$ cat src/rtl/core/pcd_pkg.sv
`timescale 1ns / 1ps
// ----------------------------------------------------------------------------
// pcd_pkg
// Shared types and constants of the PNG chunk deframer.
// ----------------------------------------------------------------------------
package pcd_pkg;

    localparam int unsigned BYTE_W    = 8;
    localparam int unsigned WORD_W    = 32;
    localparam int unsigned CFG_IDX_W = 3;
    localparam int unsigned KIND_W    = 2;
    localparam int unsigned ERR_W     = 3;
    localparam int unsigned TDATA_W   = 104;

    // Configuration register indexes
    localparam logic [CFG_IDX_W-1:0] REG_SUPPORTED_COUNT = 3'd0;
    localparam logic [CFG_IDX_W-1:0] REG_NAME_FIRST      = 3'd1;

    // Record kinds
    localparam logic [KIND_W-1:0] KIND_CHUNK = 2'd0;
    localparam logic [KIND_W-1:0] KIND_DONE  = 2'd1;
    localparam logic [KIND_W-1:0] KIND_ERROR = 2'd2;

    // Error codes
    localparam logic [ERR_W-1:0] ERR_NONE      = 3'd0;
    localparam logic [ERR_W-1:0] ERR_SHORT_SIG = 3'd1;
    localparam logic [ERR_W-1:0] ERR_BAD_SIG   = 3'd2;
    localparam logic [ERR_W-1:0] ERR_SHORT_HDR = 3'd3;
    localparam logic [ERR_W-1:0] ERR_OVERRUN   = 3'd4;
    localparam logic [ERR_W-1:0] ERR_BAD_NAME  = 3'd5;

    localparam logic [2:0]        SIG_LAST  = 3'd7;
    localparam logic [1:0]        FIELD_END = 2'd3;
    localparam logic [3:0]        HDR_MIN   = 4'd12;
    localparam int unsigned       CASE_BIT  = 5;
    localparam logic [WORD_W-1:0] OFF_MAX   = 32'hFFFF_FFFF;

    typedef struct packed {
        logic [KIND_W-1:0] kind;
        logic [WORD_W-1:0] name;
        logic [WORD_W-1:0] length;
        logic [WORD_W-1:0] offset;
        logic              crit;
        logic              sup;
        logic [ERR_W-1:0]  err;
    } rec_t;

    // Results caused by one byte: an optional record, then an optional done record
    typedef struct packed {
        logic rec_vld;
        logic done_vld;
        rec_t rec;
    } bundle_t;

    localparam rec_t DONE_REC = '{kind: KIND_DONE, name: '0, length: '0, offset: '0,
                                  crit: 1'b0, sup: 1'b0, err: ERR_NONE};

    function automatic logic [BYTE_W-1:0] sig_byte(input logic [2:0] idx);
        logic [BYTE_W-1:0] b;
        case (idx)
            3'd0:    b = 8'h89;
            3'd1:    b = 8'h50;
            3'd2:    b = 8'h4E;
            3'd3:    b = 8'h47;
            3'd4:    b = 8'h0D;
            3'd5:    b = 8'h0A;
            3'd6:    b = 8'h1A;
            default: b = 8'h0A;
        endcase
        return b;
    endfunction

endpackage

$ cat src/rtl/core/pcd_name_match.sv
`timescale 1ns / 1ps
// ----------------------------------------------------------------------------
// pcd_name_match
// Supported-name registers on the config port and the name lookup.
// ----------------------------------------------------------------------------
module pcd_name_match
    import pcd_pkg::*;
#(
    parameter int unsigned SUPPORTED_SLOTS = 6
) (
    input  logic                 aclk,
    input  logic                 aresetn,
    input  logic                 cfg_valid,
    output logic                 cfg_ready,
    input  logic [CFG_IDX_W-1:0] cfg_index,
    input  logic [WORD_W-1:0]    cfg_data,
    input  logic [WORD_W-1:0]    name,
    output logic                 supported
);

    logic [CFG_IDX_W-1:0] count_reg;
    logic [WORD_W-1:0]    slot_reg [SUPPORTED_SLOTS];
    logic [CFG_IDX_W-1:0] eff_count;

    assign cfg_ready = 1'b1;

    always_ff @(posedge aclk) begin
        if (!aresetn) begin
            count_reg <= '0;
            for (int i = 0; i < SUPPORTED_SLOTS; i++) begin
                slot_reg[i] <= '0;
            end
        end else if (cfg_valid) begin
            if (cfg_index == REG_SUPPORTED_COUNT) begin
                count_reg <= cfg_data[CFG_IDX_W-1:0];
            end
            for (int i = 0; i < SUPPORTED_SLOTS; i++) begin
                if (cfg_index == REG_NAME_FIRST + CFG_IDX_W'(i)) begin
                    slot_reg[i] <= cfg_data;
                end
            end
        end
    end

    // counts above the slot count use every slot
    assign eff_count = (count_reg > CFG_IDX_W'(SUPPORTED_SLOTS)) ?
                       CFG_IDX_W'(SUPPORTED_SLOTS) : count_reg;

    always_comb begin
        supported = 1'b0;
        for (int i = 0; i < SUPPORTED_SLOTS; i++) begin
            if ((CFG_IDX_W'(i) < eff_count) && (slot_reg[i] == name)) begin
                supported = 1'b1;
            end
        end
    end

endmodule

$ cat src/rtl/core/pcd_parser.sv
`timescale 1ns / 1ps
// ----------------------------------------------------------------------------
// pcd_parser
// Per-byte framing state: signature check, chunk header, data and CRC skip.
// ----------------------------------------------------------------------------
module pcd_parser
    import pcd_pkg::*;
(
    input  logic              aclk,
    input  logic              aresetn,
    input  logic              beat,
    input  logic [BYTE_W-1:0] in_byte,
    input  logic              in_last,
    input  logic              supported,
    output logic [WORD_W-1:0] cur_name,
    output bundle_t           bundle
);

    typedef enum logic [2:0] {
        PH_SIG,
        PH_LEN,
        PH_NAME,
        PH_DATA,
        PH_CRC
    } phase_t;

    phase_t            phase_reg, phase_next;
    logic [2:0]        pos_reg, pos_next;
    logic [WORD_W-1:0] length_reg, length_next;
    logic [WORD_W-1:0] name_reg, name_next;
    logic [WORD_W-1:0] left_reg, left_next;
    logic [WORD_W-1:0] offset_reg, offset_next;
    logic [WORD_W-1:0] start_reg, start_next;
    logic [3:0]        hdr_reg, hdr_next;
    logic              sig_bad_reg, sig_bad_next;
    logic              err_reg, err_next;

    logic              sig_bad_now;
    logic              complete;
    logic [WORD_W-1:0] off_inc;
    logic [3:0]        hdr_inc;

    assign cur_name    = name_reg;
    assign sig_bad_now = sig_bad_reg | (in_byte != sig_byte(pos_reg));
    assign off_inc     = (offset_reg == OFF_MAX) ? offset_reg : offset_reg + 1'b1;
    assign hdr_inc     = (hdr_reg < HDR_MIN) ? hdr_reg + 1'b1 : hdr_reg;

    always_comb begin
        phase_next   = phase_reg;
        pos_next     = pos_reg;
        length_next  = length_reg;
        name_next    = name_reg;
        left_next    = left_reg;
        offset_next  = offset_reg;
        start_next   = start_reg;
        hdr_next     = hdr_reg;
        sig_bad_next = sig_bad_reg;
        err_next     = err_reg;
        complete     = 1'b0;
        bundle       = '0;

        if (beat && !err_reg) begin
            offset_next = off_inc;
            unique case (phase_reg)
                PH_SIG: begin
                    sig_bad_next = sig_bad_now;
                    pos_next     = pos_reg + 1'b1;
                    if (pos_reg == SIG_LAST) begin
                        if (sig_bad_now) begin
                            bundle.rec_vld  = 1'b1;
                            bundle.rec.kind = KIND_ERROR;
                            bundle.rec.err  = ERR_BAD_SIG;
                            err_next        = 1'b1;
                        end else begin
                            phase_next      = PH_LEN;
                            pos_next        = '0;
                            length_next     = '0;
                            name_next       = '0;
                            left_next       = '0;
                            hdr_next        = '0;
                            bundle.done_vld = in_last;
                        end
                    end else if (in_last) begin
                        bundle.rec_vld  = 1'b1;
                        bundle.rec.kind = KIND_ERROR;
                        bundle.rec.err  = ERR_SHORT_SIG;
                    end
                end
                PH_LEN: begin
                    hdr_next    = hdr_inc;
                    length_next = {length_reg[WORD_W-BYTE_W-1:0], in_byte};
                    pos_next    = pos_reg + 1'b1;
                    if (pos_reg[1:0] == FIELD_END) begin
                        phase_next = PH_NAME;
                        pos_next   = '0;
                    end
                end
                PH_NAME: begin
                    hdr_next = hdr_inc;
                    // first name byte lands in the low bits
                    name_next[pos_reg[1:0]*BYTE_W +: BYTE_W] = in_byte;
                    pos_next = pos_reg + 1'b1;
                    if (pos_reg[1:0] == FIELD_END) begin
                        start_next = off_inc;
                        pos_next   = '0;
                        if (length_reg == '0) begin
                            phase_next = PH_CRC;
                        end else begin
                            phase_next = PH_DATA;
                            left_next  = length_reg;
                        end
                    end
                end
                PH_DATA: begin
                    hdr_next  = hdr_inc;
                    left_next = left_reg - 1'b1;
                    if (left_reg == WORD_W'(1)) begin
                        phase_next = PH_CRC;
                        pos_next   = '0;
                    end
                end
                PH_CRC: begin
                    hdr_next = hdr_inc;
                    pos_next = pos_reg + 1'b1;
                    complete = (pos_reg[1:0] == FIELD_END);
                end
                default: begin
                    phase_next = PH_SIG;
                end
            endcase

            if (complete) begin
                bundle.rec_vld = 1'b1;
                if (name_reg[2*BYTE_W + CASE_BIT]) begin
                    bundle.rec.kind = KIND_ERROR;
                    bundle.rec.err  = ERR_BAD_NAME;
                    err_next        = 1'b1;
                end else begin
                    bundle.rec.kind   = KIND_CHUNK;
                    bundle.rec.name   = name_reg;
                    bundle.rec.length = length_reg;
                    bundle.rec.offset = start_reg;
                    bundle.rec.crit   = ~name_reg[CASE_BIT];
                    bundle.rec.sup    = supported;
                    bundle.rec.err    = ERR_NONE;
                    bundle.done_vld   = in_last;
                    phase_next        = PH_LEN;
                    pos_next          = '0;
                    length_next       = '0;
                    name_next         = '0;
                    left_next         = '0;
                    hdr_next          = '0;
                end
            end else if (in_last && (phase_reg != PH_SIG)) begin
                bundle.rec_vld  = 1'b1;
                bundle.rec.kind = KIND_ERROR;
                bundle.rec.err  = (hdr_inc < HDR_MIN) ? ERR_SHORT_HDR : ERR_OVERRUN;
            end
        end

        // final byte always returns to the post-reset state
        if (beat && in_last) begin
            phase_next   = PH_SIG;
            pos_next     = '0;
            length_next  = '0;
            name_next    = '0;
            left_next    = '0;
            offset_next  = '0;
            start_next   = '0;
            hdr_next     = '0;
            sig_bad_next = 1'b0;
            err_next     = 1'b0;
        end
    end

    always_ff @(posedge aclk) begin
        if (!aresetn) begin
            phase_reg   <= PH_SIG;
            pos_reg     <= '0;
            length_reg  <= '0;
            name_reg    <= '0;
            left_reg    <= '0;
            offset_reg  <= '0;
            start_reg   <= '0;
            hdr_reg     <= '0;
            sig_bad_reg <= 1'b0;
            err_reg     <= 1'b0;
        end else begin
            phase_reg   <= phase_next;
            pos_reg     <= pos_next;
            length_reg  <= length_next;
            name_reg    <= name_next;
            left_reg    <= left_next;
            offset_reg  <= offset_next;
            start_reg   <= start_next;
            hdr_reg     <= hdr_next;
            sig_bad_reg <= sig_bad_next;
            err_reg     <= err_next;
        end
    end

    a_quiet_after_error: assert property (@(posedge aclk) disable iff (!aresetn)
        (beat && err_reg) |-> (!bundle.rec_vld && !bundle.done_vld))
        else $error("result produced while error is latched");

    a_done_needs_last: assert property (@(posedge aclk) disable iff (!aresetn)
        bundle.done_vld |-> (beat && in_last))
        else $error("done record without final byte");

    a_hdr_bounded: assert property (@(posedge aclk) disable iff (!aresetn)
        hdr_reg <= HDR_MIN)
        else $error("header byte count past limit");

    a_last_restarts: assert property (@(posedge aclk) disable iff (!aresetn)
        (beat && in_last) |=> (phase_reg == PH_SIG && pos_reg == '0 && !err_reg))
        else $error("final byte did not restart the parser");

endmodule

$ cat src/rtl/core/pcd_out_buf.sv
`timescale 1ns / 1ps
// ----------------------------------------------------------------------------
// pcd_out_buf
// Result register: holds a record and an optional done record, sends them.
// ----------------------------------------------------------------------------
module pcd_out_buf
    import pcd_pkg::*;
(
    input  logic               aclk,
    input  logic               aresetn,
    input  logic               load,
    input  bundle_t            bundle,
    output logic               free,
    output logic               m_tvalid,
    input  logic               m_tready,
    output logic [TDATA_W-1:0] m_tdata,
    output logic [KIND_W-1:0]  m_tuser,
    output logic               m_tlast
);

    logic rec_vld_reg, rec_vld_next;
    logic done_vld_reg, done_vld_next;
    rec_t rec_reg;
    rec_t cur;
    logic pop;

    assign m_tvalid = rec_vld_reg | done_vld_reg;
    assign pop      = m_tvalid & m_tready;
    // room for a new pair once at most one beat is left and it goes out now
    assign free     = !m_tvalid || (m_tready && !(rec_vld_reg && done_vld_reg));

    assign cur     = rec_vld_reg ? rec_reg : DONE_REC;
    assign m_tuser = cur.kind;
    assign m_tdata = {3'b000, cur.err, cur.sup, cur.crit, cur.offset, cur.length, cur.name};
    assign m_tlast = !(rec_vld_reg && done_vld_reg);

    always_comb begin
        rec_vld_next  = rec_vld_reg;
        done_vld_next = done_vld_reg;
        if (pop) begin
            if (rec_vld_reg) begin
                rec_vld_next = 1'b0;
            end else begin
                done_vld_next = 1'b0;
            end
        end
        if (load) begin
            rec_vld_next  = bundle.rec_vld;
            done_vld_next = bundle.done_vld;
        end
    end

    always_ff @(posedge aclk) begin
        if (!aresetn) begin
            rec_vld_reg  <= 1'b0;
            done_vld_reg <= 1'b0;
        end else begin
            rec_vld_reg  <= rec_vld_next;
            done_vld_reg <= done_vld_next;
        end
        if (load && bundle.rec_vld) begin
            rec_reg <= bundle.rec;
        end
    end

    a_full_blocks: assert property (@(posedge aclk) disable iff (!aresetn)
        (rec_vld_reg && done_vld_reg) |-> !free)
        else $error("accepting while two results are pending");

    a_done_follows: assert property (@(posedge aclk) disable iff (!aresetn)
        (rec_vld_reg && done_vld_reg && m_tready) |=> (done_vld_reg && !rec_vld_reg))
        else $error("done record lost after chunk record");

    a_no_overwrite: assert property (@(posedge aclk) disable iff (!aresetn)
        (m_tvalid && !m_tready) |-> !load)
        else $error("pending result overwritten");

endmodule

$ cat src/rtl/core/png_chunk_deframer_top.sv
`timescale 1ns / 1ps
// ----------------------------------------------------------------------------
// png_chunk_deframer_top
// PNG byte stream in, chunk / done / error records out.
// Latency: a record appears on m_* the cycle after its byte is accepted.
// Throughput: one byte per cycle while the record side keeps up; a final byte that
//   yields a chunk and a done record holds the result register until both have gone out.
// The output register pair sets the rate; the parser updates its state on every accepted byte.
// Reset (aresetn low, synchronous): parser back to signature phase, offset 0,
//   result register empty, supported count and names cleared.
// ----------------------------------------------------------------------------
module png_chunk_deframer_top
    import pcd_pkg::*;
#(
    parameter int unsigned SUPPORTED_SLOTS = 6
) (
    input  logic                 aclk,
    input  logic                 aresetn,
    input  logic                 s_tvalid,
    output logic                 s_tready,
    input  logic [7:0]           s_tdata,   // [7:0] file_byte
    input  logic                 s_tlast,   // final_byte
    output logic                 m_tvalid,
    input  logic                 m_tready,
    // [31:0] chunk_name, [63:32] chunk_length, [95:64] data_offset,
    // [96] is_critical, [97] is_supported, [100:98] error_code, [103:101] zero
    output logic [TDATA_W-1:0]   m_tdata,
    output logic [KIND_W-1:0]    m_tuser,   // [1:0] record_kind
    output logic                 m_tlast,   // run_end
    input  logic                 cfg_valid,
    output logic                 cfg_ready,
    input  logic [CFG_IDX_W-1:0] cfg_index,
    input  logic [WORD_W-1:0]    cfg_data
);

    logic              beat;
    logic              supported;
    logic [WORD_W-1:0] cur_name;
    bundle_t           bundle;

    assign beat = s_tvalid & s_tready;

    pcd_name_match #(
        .SUPPORTED_SLOTS(SUPPORTED_SLOTS)
    ) u_match (
        .aclk      (aclk),
        .aresetn   (aresetn),
        .cfg_valid (cfg_valid),
        .cfg_ready (cfg_ready),
        .cfg_index (cfg_index),
        .cfg_data  (cfg_data),
        .name      (cur_name),
        .supported (supported)
    );

    pcd_parser u_parser (
        .aclk      (aclk),
        .aresetn   (aresetn),
        .beat      (beat),
        .in_byte   (s_tdata),
        .in_last   (s_tlast),
        .supported (supported),
        .cur_name  (cur_name),
        .bundle    (bundle)
    );

    pcd_out_buf u_out (
        .aclk     (aclk),
        .aresetn  (aresetn),
        .load     (beat),
        .bundle   (bundle),
        .free     (s_tready),
        .m_tvalid (m_tvalid),
        .m_tready (m_tready),
        .m_tdata  (m_tdata),
        .m_tuser  (m_tuser),
        .m_tlast  (m_tlast)
    );

endmodule

$ cat config.mk
export PLATFORM = sky130hd
export DESIGN_NAME = png_chunk_deframer_top
export DESIGN_NICKNAME = d
export VERILOG_FILES = /design/src/rtl/core/pcd_pkg.sv /design/src/rtl/core/pcd_name_match.sv /design/src/rtl/core/pcd_parser.sv /design/src/rtl/core/pcd_out_buf.sv /design/src/rtl/core/png_chunk_deframer_top.sv
export SDC_FILE = /design/constraint.sdc
export NUM_CORES = 1
export LEC_CHECK = 0
export BUFFER_PORTS_ARGS = -buffer_cell sky130_fd_sc_hd__clkbuf_2
export CAP_MARGIN = 20
export CORE_UTILIZATION = 45
export CTS_CLUSTER_DIAMETER = 100
export CTS_CLUSTER_SIZE = 25
export DETAILED_ROUTE_END_ITERATION = 16
export GPL_TIMING_DRIVEN = 0
export PLACE_DENSITY = 0.6
export REMOVE_ABC_BUFFERS = 1
export SYNTH_ARGS = -nofsm -noshare
export SYNTH_HDL_FRONTEND = slang
export SYNTH_HIERARCHICAL = 1
export SYNTH_SLANG_ARGS = --single-unit
$ cat constraint.sdc
create_clock -name aclk -period 11.8 [get_ports aclk]
set_clock_uncertainty 0.1 [all_clocks]
set_input_delay 2.95 -clock aclk [delete_from_list [all_inputs] [get_ports aclk]]
set_output_delay 2.95 -clock aclk [all_outputs]
set_load 0.03 [all_outputs]
==> results of run 1 <==
## worst max-delay path, cell delays in order
cell and delay (ns):
clkbuf_2 0.11, nand2b_1 0.08, a21oi_1 0.19, clkbuf_2 0.23
## how the worst max path moves through the flow
| stage | to | startpoint |
|---|---|---|
| after floorplan | u_parser/hdr_reg[2]$_SDFFE_PP0P_ | m_tready |
| after global placement | u_parser/hdr_reg[2]$_SDFFE_PP0P_ | m_tready |
| after detailed placement | u_parser/cur_name[13]$_SDFFE_PP0P_ | m_tready |
| after CTS | s_tready | m_tready |
| after global routing | s_tready | m_tready |
| final | s_tready | m_tready |
## cells by family after synthesis
| logic type | count (synthesis) | synth area share |
|---|---|---|
| fa+ha+maj | 11 | 0.00595 |
| flops | 472 | 0.536 |
| simple gates | 874 | 0.209 |
| mux | 7 | 0.00308 |
| other cells | 3 | 0.000487 |
| xor+xnor | 263 | 0.101 |
| buf+inv | 205 | 0.0393 |
| compound gates | 367 | 0.105 |
## cells in the final DEF, fill, tap and decap left out, drive strengths merged, types with 9 or more instances in the layout
cell / count
nor2: 131
dfxtp: 177
nand4: 51
a22o: 36
a31oi: 16
o211ai: 9
nand3: 36
a211oi: 12
inv: 33
nor4: 42
o21ai: 72
and2: 309
buf: 33
clkbuf: 192
edfxtp: 295
and3: 91
o31ai: 15
nor3: 44
nor2b: 11
xnor2: 175
xor2: 88
nand2: 114
ha: 11
a21oi: 118
o22ai: 22
o41ai: 16
## per-layer routing
| metal | vias to the layer above | track usage | part of all wire |
|---|---|---|---|
| li1 | 7864 | - | - |
| met1 | 8095 | 0.306 | 0.43 |
| met2 | 491 | 0.397 | 0.48 |
| met3 | 101 | 0.0368 | 0.056 |
| met4 | 2 | 0.0761 | 0.032 |
| met5 | - | 0 | 0.00021 |
## area by class of cell
type	instances	area [um2]
sequential	472	12400
clock inverter	2	21.3
timing repair buffer	187	1370
tap	672	841
fill	4581	25000
inverter	35	131
multi-input combinational	1528	9980
clock buffer	38	611
## stage by stage
| step | total power [W] | cell area (um2) | cells |
|---|---|---|---|
| 6_report | 0.00297 | 25400 | 2934 |
| 5_1_grt | 0.00307 | 25400 | 2934 |
| 4_1_cts | 0.00300 | 25300 | 2933 |
| 3_5_place_dp | 0.00213 | 24700 | 2893 |
| 3_3_place_gp | 0.00210 | 24000 | 2861 |
| 2_1_floorplan | 0.00201 | 22400 | 2035 |
## report_power, final
| part | leakage, nW | switching, W | internal [W] |
|---|---|---|---|
| Clock | 0.301 | 0.000520 | 0.000359 |
| Sequential | 4.27 | 0.0000281 | 0.00180 |
| Combinational | 4.58 | 0.000172 | 0.0000872 |
==> out/qor.txt, run 1 <==
status - completed
Hold Startpoint - u_parser/left_reg[15]$_SDFFE_PP0P_
pwr dens - 117 nW/um2
CP max FO - 3
R2R Path Start - u_out/rec_vld_reg$_SDFFE_PN0P_
IO Pins - 159
crit path time final - 6.61 ns
slack of the critical path - 5.19 ns
syn_area_per_cell - 10.5 um2
DRC Markers - 0
die footprint - 52300 um2
Tcrit/Tclk final - 0.560
static leakage - 9.14 nW
Num CTS Buffers - 22
Final ANT Viol Nets - 0
RR Endpoint - u_parser/cur_name[14]$_SDFFE_PP0P_
CTS hold repair buffers - 0
Sink Count - 472
vias in the first global route - 15860
Root Driver - clkbuf_16
maximum vdd drop - 0.0831 mV
commonest cells in the netlist - and2_1 (309), edfxtp_1 (295), dfxtp_1 (177)
pre-CTS setup slack - 5.12 ns
post-synth top area share - 0.383
Netlist cell types - 79
Hold Path Class - reg -> reg
Area Overhead vs Synth - 9.65%
synth top area cells - edfxtp_1 (38%), dfxtp_1 (15%), and2_1 (8.4%)
largest net degree at the start of global routing - 75
Largest register FFs - 192
Tightest Pin Transition - 1.14 ns
leading area contributor after synthesis - edfxtp_1
Initial DRT Pass Iterations - 6
post-synthesis sequential area ratio - 0.536
Vias/cell - 5.64
drt wl/cell - 21.2 um
Crit Path Class - in -> out
Worst-path clk slew - 0.10 ns
ys flop type - edfxtp_1
Chip Height - 229 um
GRT overflow - 0
routed via count - 16553
Synth Register Bits - 472
critical path launch point type - primary input
Hold Fails Final Rpt - 0
Synthesis Warnings - 6
Peak Freq - 151 MHz
number of synthesized flops with an enable pin - 295
final net count - 2306
gr usage total - 0.235
Die X - 229 um
GP Congestion - 0.868
post-layout util - 0.503
Skew-Pair Late Insertion Delay - 0.59 ns
count leader, synth - and2_1
final setup violation count - 0
first-pass GRT wire length - 94.9 mm
Critical Path AT - 3.56 ns
Worst EP required - 8.75 ns
row count - 82
CORE AREA - 50400 um2
worst hold path endpoint - u_parser/left_reg[15]$_SDFFE_PP0P_
initial antenna violation count - 2
# port buffers - 154
RSZ-0062 raised after global routing - false
DP HPWL - 43.6 mm
max cap viols - 0
synthesized area - 23100 um2
Worst slew margin - 0.240
DRT Wirelength - 62.3 mm
reg2reg setup slack - 7.17 ns
share of layout cells above drive strength 1 - 0.113
DR iter-0 viols - 1162
# diodes - 0
Worst Hold Path Cells - 2
worst hold slack - 0.377 ns
initial core utilization - 0.459
CTS tree - done
Worst Setup End Kind - output port
Post-CTS Setup Bufs - 0
ys async rst share - 0
CTS max path bufs - 3
worst r2r path cells - 13
setup TNS - 0 ns
cell count after synthesis - 2202
Final Max Slew Viols - 0
CTS H-tree depth - 1
post-CTS resize count - 0
No activity file was read; power rests on OpenSTA's default activity.
==> inputs of run 2 (changes only) <==
- PLACE_DENSITY: 0.6 -> 0.63
- clock period: 11.8 -> 5.74 ns (I/O delays scaled with it)
==> out/qor.txt, run 2 (synthesis gave the netlist of run 1 again) <==
largest net degree at the start of global routing - 75
Reg power frac - 0.611
drt wl/cell - 21.1 um
Final ANT Viol Nets - 0
CORE AREA - 50400 um2
gr usage total - 0.232
Root Driver - clkbuf_16
Worst Setup End Kind - flip-flop
post-layout util - 0.503
GP Congestion - 0.862
R2R Path Start - u_out/rec_vld_reg$_SDFFE_PN0P_
initial core utilization - 0.459
GRT overflow - 0
Worst-path clk slew - 0.11 ns
CP max FO - 27
pwr dens - 243 nW/um2
Sink Count - 472
Skew-Pair Late Insertion Delay - 0.59 ns
M2 GR Usage - 0.395
DRT Wirelength - 62.0 mm
CTS H-tree depth - 1
die footprint - 52300 um2
Peak Freq - 218 MHz
final instance area - 25300 um2
DP HPWL - 43.3 mm
routed via count - 16619
initial antenna violation count - 4
Internal - 0.00466 W
CTS max path bufs - 3
Hold Fails Final Rpt - 0
final setup violation count - 0
CP max stage cell - and4_1
Critical Path Start - m_tready
post-CTS resize count - 0
worst hold slack - 0.372 ns
CTS hold repair buffers - 0
first-pass GRT wire length - 94.4 mm
Critical Path AT - 4.98 ns
Sw Share - 0.245
Chip Height - 229 um
Vias/cell - 5.66
Final Max Slew Viols - 0
maximum vdd drop - 0.269 mV
max cap viols - 0
sequential cell area - 12400 um2
Die X - 229 um
Worst slew margin - 0.274
max incr delay on CP - 0.60 ns
Num CTS Buffers - 23
Net Sw Power - 0.00151 W
Worst EP required - 6.12 ns
critical path launch point type - primary input
Tightest Pin Transition - 1.09 ns
M1 GR Usage - 0.312
Initial DRT Pass Iterations - 5
Area Overhead vs Synth - 9.61%
DR iter-0 viols - 1342
post-placement cell count - 2890
crit path time final - 4.59 ns
DRC Markers - 0
met3 GRT Util - 0.0289
Comb power frac - 0.085
GR peak layer - met2
Largest register FFs - 192
CTS tree - done
final net count - 2306
IO Pins - 159
commonest non-fill, non-tap cell in the layout - and2_1
CP most frequent cell - a21oi_1
row count - 82
CP Cell Sequence - clkbuf_2 -> nand2b_1 -> a21oi_1 -> and2_1 -> nand2b_2 -> buf_12 -> nor3_2 -> buf_8 -> nand2_1 -> nor2_1 -> and4_1 -> a21oi_1 -> a311oi_1
most frequent cells in the layout - and2_1 (307), edfxtp_1 (295), dfxtp_1 (176)
vias in the first global route - 15570
# port buffers - 154
Crit Path Class - in -> reg
static leakage - 9.14 nW
setup TNS - 0 ns
share of layout cells above drive strength 1 - 0.114
Post-Layout Cell Count - 2937
Fillers - 4498
Hold Startpoint - u_parser/start_reg[0]$_SDFFE_PP0P_
RSZ-0062 raised after global routing - false
Tcrit/Tclk final - 0.800
Hold Path Class - reg -> reg
Post-CTS Setup Bufs - 0
DP Area - 24600 um2
status - completed
clock power share - 0.304
Multi-input gate area - 9980 um2
-- run 2: changes by cell type in the layout (fill, tap and decap cells not counted), sizes merged --
cell | previous run | this run
clkbuf | 192 | 194
diode | 0 | 2
inv | 33 | 35
buf | 33 | 30
-- run 2: worst paths after layout --
path                                        end  slack [ns]  depth (start not counted)
max          u_parser/cur_name[15]$_SDFFE_PP0P_        1.15                         13
max reg2reg  u_parser/cur_name[15]$_SDFFE_PP0P_        1.18                         13
min reg2reg  u_parser/start_reg[0]$_SDFFE_PP0P_        0.37                          2
min          u_parser/start_reg[0]$_SDFFE_PP0P_        0.37                          2
-- run 2: critical path, delay by kind of cell --
family                 cells  cell delay (ns)
AND/OR/NAND/NOR            7             2.25
buffers and inverters      3             0.62
AO/OA/AOI/OAI              3             0.64
-- run 2: layer usage --
layer / share of wire / up-vias
li1: - / 7871
met1: 0.43 / 8141
met2: 0.48 / 516
met3: 0.056 / 89
met4: 0.027 / 2
met5: 0.00018 / -
-- run 2: layout make-up --
type / instances / share of cell area
Sequential cell: 472 / 0.489
Antenna cell: 2 / 0.000198
Tap cell: 672 / 0.0332
Inverter: 35 / 0.00518
Clock inverter: 4 / 0.00178
Clock buffer: 38 / 0.0249
Multi-Input combinational cell: 1528 / 0.394
Timing Repair Buffer: 186 / 0.0515
-- run 2: power groups by stage --
stage          Combinational, W  Sequential, W  Clock [W]
6_report               0.000525        0.00377    0.00188
5_1_grt                0.000562        0.00378    0.00204
3_3_place_gp           0.000465        0.00386          0
2_1_floorplan          0.000301        0.00384          0
3_5_place_dp           0.000518        0.00385          0
4_1_cts                0.000520        0.00377    0.00192
-- run 2: metrics by stage --
step / worst slack [ns] / total power, W
floorplan: -0.916 / 0.00414
global placement: -4.47 / 0.00432
detailed placement: 0.648 / 0.00436
CTS: 1.18 / 0.00621
global route: 0.764 / 0.00638
finish: 1.15 / 0.00617
